[config.mk]
export PLATFORM = sky130hd
export DESIGN_NAME = hse_cell
export DESIGN_NICKNAME = d
export VERILOG_FILES = /design/src/sv/hse_pkg.sv /design/src/sv/hse_cell.sv
export SDC_FILE = /design/constraint.sdc
export NUM_CORES = 1
export LEC_CHECK = 0
export BUFFER_PORTS_ARGS = -buffer_cell sky130_fd_sc_hd__buf_2
export CAP_MARGIN = 20
export CELL_PAD_IN_SITES_DETAIL_PLACEMENT = 1
export CELL_PAD_IN_SITES_GLOBAL_PLACEMENT = 2
export CORE_MARGIN = 2
export CORE_UTILIZATION = 27
export DETAILED_ROUTE_END_ITERATION = 10
export PLACE_DENSITY = 0.93
export SYNTH_ARGS = -nofsm -noshare
export SYNTH_HDL_FRONTEND = slang
export SYNTH_SLANG_ARGS = --single-unit
[constraint.sdc]
create_clock -name clock -period 6.9 [get_ports clock]
set_input_delay 0.345 -clock clock [delete_from_list [all_inputs] [get_ports clock]]
set_output_delay 0.345 -clock clock [all_outputs]
set_load 0.005 [all_outputs]
[src/sv/hse_pkg.sv]
`default_nettype none

package hse_pkg;

   // default sizes of the sorter
   localparam int DEPTH_DEFAULT     = 64;
   localparam int KEY_WIDTH_DEFAULT = 32;

   // fixed widths of the port fields
   localparam int PORT_KEY_WIDTH = 32;

   // per-cycle command broadcast to every cell of the row
   typedef struct packed {
      logic insert;   // place the incoming key into the ordered row
      logic shift;    // move every key one cell toward the head
   } cell_ctrl_type;

endpackage

`default_nettype wire

[src/sv/hse_cell.sv]
`default_nettype none

module hse_cell #(
   parameter int KEY_WIDTH = hse_pkg::KEY_WIDTH_DEFAULT
) (
   input  wire                      clock,
   input  hse_pkg::cell_ctrl_type   ctrl,
   input  wire                      occupied,
   input  wire  [KEY_WIDTH-1:0]     ins_key,
   input  wire                      prev_keep,
   input  wire  [KEY_WIDTH-1:0]     prev_key,
   input  wire  [KEY_WIDTH-1:0]     next_key,
   output logic                     keep,
   output logic [KEY_WIDTH-1:0]     key_out
);

   logic [KEY_WIDTH-1:0] key_ff;
   logic [KEY_WIDTH-1:0] key_in;

   // an empty cell behaves as larger than any key
   always_comb begin
      keep = occupied && (key_ff <= ins_key);
   end

   always_comb begin
      key_in = key_ff;
      if (ctrl.shift) begin
         key_in = next_key;
      end else if (ctrl.insert && !keep) begin
         // first larger cell takes the new key, the rest move up by one
         key_in = prev_keep ? ins_key : prev_key;
      end
   end

   always_ff @(posedge clock) begin
      key_ff <= key_in;
   end

   assign key_out = key_ff;

endmodule

`default_nettype wire
* Yosys cells after proc, flatten, opt, wreduce, memory -nomap -nowiden *
Cells that the tools add are included.
Widths: inputs -> output; s select.

cells by class
  $add $sub $neg = 0
  multiply operators = 0
  divide/modulo/power cells = 0
  magnitude comparators = 1
  equality and inequality tests = 0
  shifts and indexed selects = 0
  mux-type cells = 3
  bitwise logic cells = 0
  reduce and logical (&&, ||, !) cells = 4

operators by type and width
  operator           number
  $mux 32            3
  $le 32x32->1       1
  $logic_and 1x1->1  2
  $reduce_bool 2->1  1
  $logic_not 1->1    1

word-level totals
  register bits after elaboration = 32
  latch bits = 0
  memory bits (writable) = 0
  bits in read-only memories = 0
  bits of input ports = 101
  output and inout bits = 33
  logic and storage cells = 9
  memories kept = 0

* Depth between registers and ports, before layout *
  word-level depth = 6
  depth in mapped cells = 7
  gate-level depth less buffers = 7

* Worst setup path before layout *
Ideal clock, no wire load.

  kind = register to register
  from = reg key_ff[15] (netlist: key_out[15])
  to = reg key_ff[0] (netlist: key_out[0]), enable pin
  setup time = 0.440 ns
  arrival time = 3.066 ns
  data required time = 6.460 ns
  path slack = 3.394 ns
  cell stages (with the launch flop) = 6
  path buffers = 0
  clock period less this slack = 3.506 ns
  path through = edfxtp_1 ha_1 nand4_2 a2111oi_2 o31ai_1 a41oi_1

on the way
  longest elaborated chain between the ends = 5

ends and longest elaborated chain
  item                         RTL line        text
  start, declared              hse_cell.sv:17  logic [KEY_WIDTH-1:0] key_ff;
  start signal, assigned       hse_cell.sv:36  key_ff <= key_in;
  $le 32x32->1                 hse_cell.sv:22  keep = occupied && (key_ff <= ins_key);
  $logic_and 1x1->1            hse_cell.sv:22
  $logic_not 1->1              hse_cell.sv:29  end else if (ctrl.insert && !keep) begin
  $logic_and 1x1->1            hse_cell.sv:29
  $reduce_bool 2->1 (no line)  --

No other way between the ends.
A chain may end at the register's enable or synchronous reset.

* Worst setup path in the final report *
  from = reg key_ff[13] (netlist: key_out[13])
  to = reg key_ff[30] (netlist: key_out[30]), enable pin

Same word-level chain as after synthesis.

==> metrics.cfg <==
[finish]
number_of_flip_flops_under_the_largest_register_name = 32
layout-drive-gt1-share_pct = 38.86
most-common-layout-cells = buf_2 (133), nand2_1 (36), inv_1 (33)
final.fill_count = 1085
final_common_cell = buf_2
finish.net_count = 518
final_cells = 497
stdcell_area_sq_um = 3381
layout-area-overhead-vs-synth_pct = 36.05
n_diodes = 0

[floorplan]
die_height_um = 99.94
num_io_pins = 134
core-area_sq_um = 9065
die_w_um = 99.94
std_cell_rows = 35
dieArea_sq_um = 9987
starting_utilization_of_the_core_area_pct = 27.41

[grt]
pin_count_of_the_biggest_net_entering_global_routing = 67
track_usage_pct = 14.63
grt_remaining_overflow = 0
grt_pass1_wl_mm = 11.43
number_of_antenna_violations_at_the_first_check_in_global_routing = 0
vias_in_the_first_global_route = 2439

[setup_path]
timing.critical_path.fanout_max = 17
arrival_ns = 2.84
worst_r2r_startpoint = key_out[13]$_DFFE_PP_
rr_worst_depth = 6
worst_r2r_endpoint = key_out[30]$_DFFE_PP_
timing.setup.critical_path_class = register to register
timing.critical_path.cells = ha_1, nand4_2, a2111oi_2, o31ai_1, a41oi_4, buf_4
critPathSlowestCell = a41oi_4
critical_path_buf_inv_count = 1
worstSetupEndpointType = register
internal_reg_to_reg_setup_slack_ns = 4.04
critical_path.max_stage_delay_ns = 0.64
worstPathRequired_ns = 6.88
critPathLaunchType = register
cell_family_with_most_cp_delay = compound AO/OA/AOI/OAI gates

[pwr]
max-vdd-ir-drop_mv = 0.1004
leakagePower_nw = 1.770
power_density_nw_per_um2 = 180.5

[clocking]
cts_tree = done
clockBufferDepth = 2
clk_transition_reported_paths_ns = 0.07
post_cts_buffers = 0
cts.sinks = 32
maximum_level_of_the_cts_h_tree = 2
cts-hold-fix-buffers = 0
cts.repair.resized = 0
clkLatencyLatePin_ns = 0.29
cts-root-buf = clkbuf_8
cts_inserted_buffers = 5

[routing]
drtIter0Drc = 57
via_count = 2325
avgRoutedWirePerCell_um = 14.50
route.detailed.vias_per_inst = 4.678
antenna_violating_nets_post_route = 0
routed_wl_mm = 7.206
initial_drt_pass_iterations = 4
remaining_drc_errors = 0

[sta]
unrepaired_setup_endpoints_after_global_routing = no
finalSetupViolCount = 0
final_max_slew_viol_count = 0
final_period_minus_worst_setup_slack_ns = 2.864
final_hold_slack_ns = 0.3376
setup-tns-final_ns = 0
fmaxAchievable_mhz = 349.2
relSlewSlack_pct = 31.24
finalHoldViolCount = 0
worst_slack_ns = 4.036
worst_slew_pin_slew_ns = 1.031
finalCritPeriodShare_pct = 41.51
post_route_clock_skew_ns = 0.007306

[synth]
yosys_register_bits = 32
yosysWarningCount = 0
number_of_distinct_library_cells_after_synthesis = 31
syn_area_sq_um = 2485
synth_cells = 255
syn_avg_cell_area_sq_um = 9.745
syn-num-nets = 388
seq_area_frac_synth_pct = 38.67

[worst_hold_path]
holdCritStartpoint = next_key[29]
min_delay_path_depth = 3
min-delay-path-class = primary input to register
min_delay_worst_endpoint = key_out[29]$_DFFE_PP_

[placed_design]
post-place-ws_ns = 3.915
routability_driven_placement_congestion_ratio = 0.7653
post-dp-hpwl_mm = 5.963
place.detailed.instances = 489
dpl-instance-area_sq_um = 3269
buffer_ports.inserted = 133

[flow_run]
max-cap-violations = 0

[run_status]
status = finished, final reports clean

per-layer routing:
layer | up-vias | track usage (%) | wire (um)
met1 | 1065 | 16.72 | 2933
met4 | 0 | 3.161 | 53
met2 | 74 | 27.03 | 3730
met3 | 4 | 4.248 | 489
met5 | - | 0 | 0
li1 | 1182 | - | -
report_power, final:
group / leakage, nW / internal [mW] / switching, mW
logic: 1.39 / 0.0811 / 0.0898
registers: 0.325 / 0.243 / 0.0130
clock network: 0.0541 / 0.107 / 0.0763
final cells by class:
cell class	instances	area, sq um	share of cell area, %
sequential	32	960.9	28.42
clock inverter	3	42.54	1.258
tap	111	138.9	4.108
timing repair buffer	134	673.1	19.91
inverter	33	123.9	3.664
multi-input combinational	179	1373	40.60
clock buffer	5	68.82	2.036
worst min-delay path, delay by kind of cell:
| kind | cells | cell delay (ns) |
|---|---|---|
| buf+inv | 1 | 0.08 |
| compound gates | 1 | 0.06 |
| simple gates | 1 | 0.04 |
cells by family (layout without fill, tap and decap cells):
| kind of cell | Yosys count | in the layout | share of synthesized area (%) |
|---|---|---|---|
| AO/OA/AOI/OAI | 60 | 60 | 14.50 |
| adder cells (fa/ha/maj) | 32 | 32 | 16.11 |
| buffers and inverters | 44 | 175 | 6.848 |
| flip-flops | 32 | 32 | 38.67 |
| multiplexers | 32 | 32 | 12.89 |
| AND/OR/NAND/NOR | 55 | 55 | 10.98 |
worst max-delay path by stage:
stage / startpoint / end / slack [ns] / cells past startpoint
6_report: key_out[13]$_DFFE_PP_ / key_out[30]$_DFFE_PP_ / 4.04 / 6
5_1_grt: key_out[15]$_DFFE_PP_ / key_out[20]$_DFFE_PP_ / 3.82 / 6
4_1_cts: key_out[13]$_DFFE_PP_ / key_out[20]$_DFFE_PP_ / 3.95 / 6
3_5_place_dp: ins_key[15] / key_out[24]$_DFFE_PP_ / 3.92 / 8
3_3_place_gp: ins_key[19] / key_out[23]$_DFFE_PP_ / 4.02 / 8
2_1_floorplan: key_out[15]$_DFFE_PP_ / key_out[0]$_DFFE_PP_ / 3.39 / 5
synthesized netlist by cell type (all sizes together):
| cell | n | area [sq um] |
|---|---|---|
| a2111oi | 1 | 15.01 |
| a211oi | 2 | 20.02 |
| a21o | 3 | 22.52 |
| a21oi | 12 | 60.06 |
| a221o | 1 | 10.01 |
| a31o | 1 | 8.760 |
| a41o | 1 | 10.01 |
| a41oi | 1 | 8.760 |
| and3 | 1 | 6.260 |
| buf | 4 | 20.02 |
| clkbuf | 7 | 26.28 |
| edfxtp | 32 | 960.9 |
| ha | 32 | 400.4 |
| inv | 33 | 123.9 |
| mux2i | 32 | 320.3 |
| nand2 | 36 | 135.1 |
| nand3 | 4 | 20.02 |
| nand4 | 8 | 62.56 |
| nor2 | 2 | 7.510 |
| nor2b | 1 | 8.760 |
| nor3 | 1 | 5.000 |
| nor4 | 2 | 27.53 |
| o211ai | 2 | 20.02 |
| o21a | 1 | 7.510 |
| o21ai | 34 | 170.2 |
| o31ai | 1 | 7.510 |
stage by stage:
step                      util [%]  power, mW
after floorplan                  -     0.3519
after global placement       36.07     0.4282
after detailed placement     36.07     0.4360
after CTS                    37.29     0.6240
after global routing         37.29     0.6547
final                        37.29     0.6104
Power figures use the tool's default switching activity.
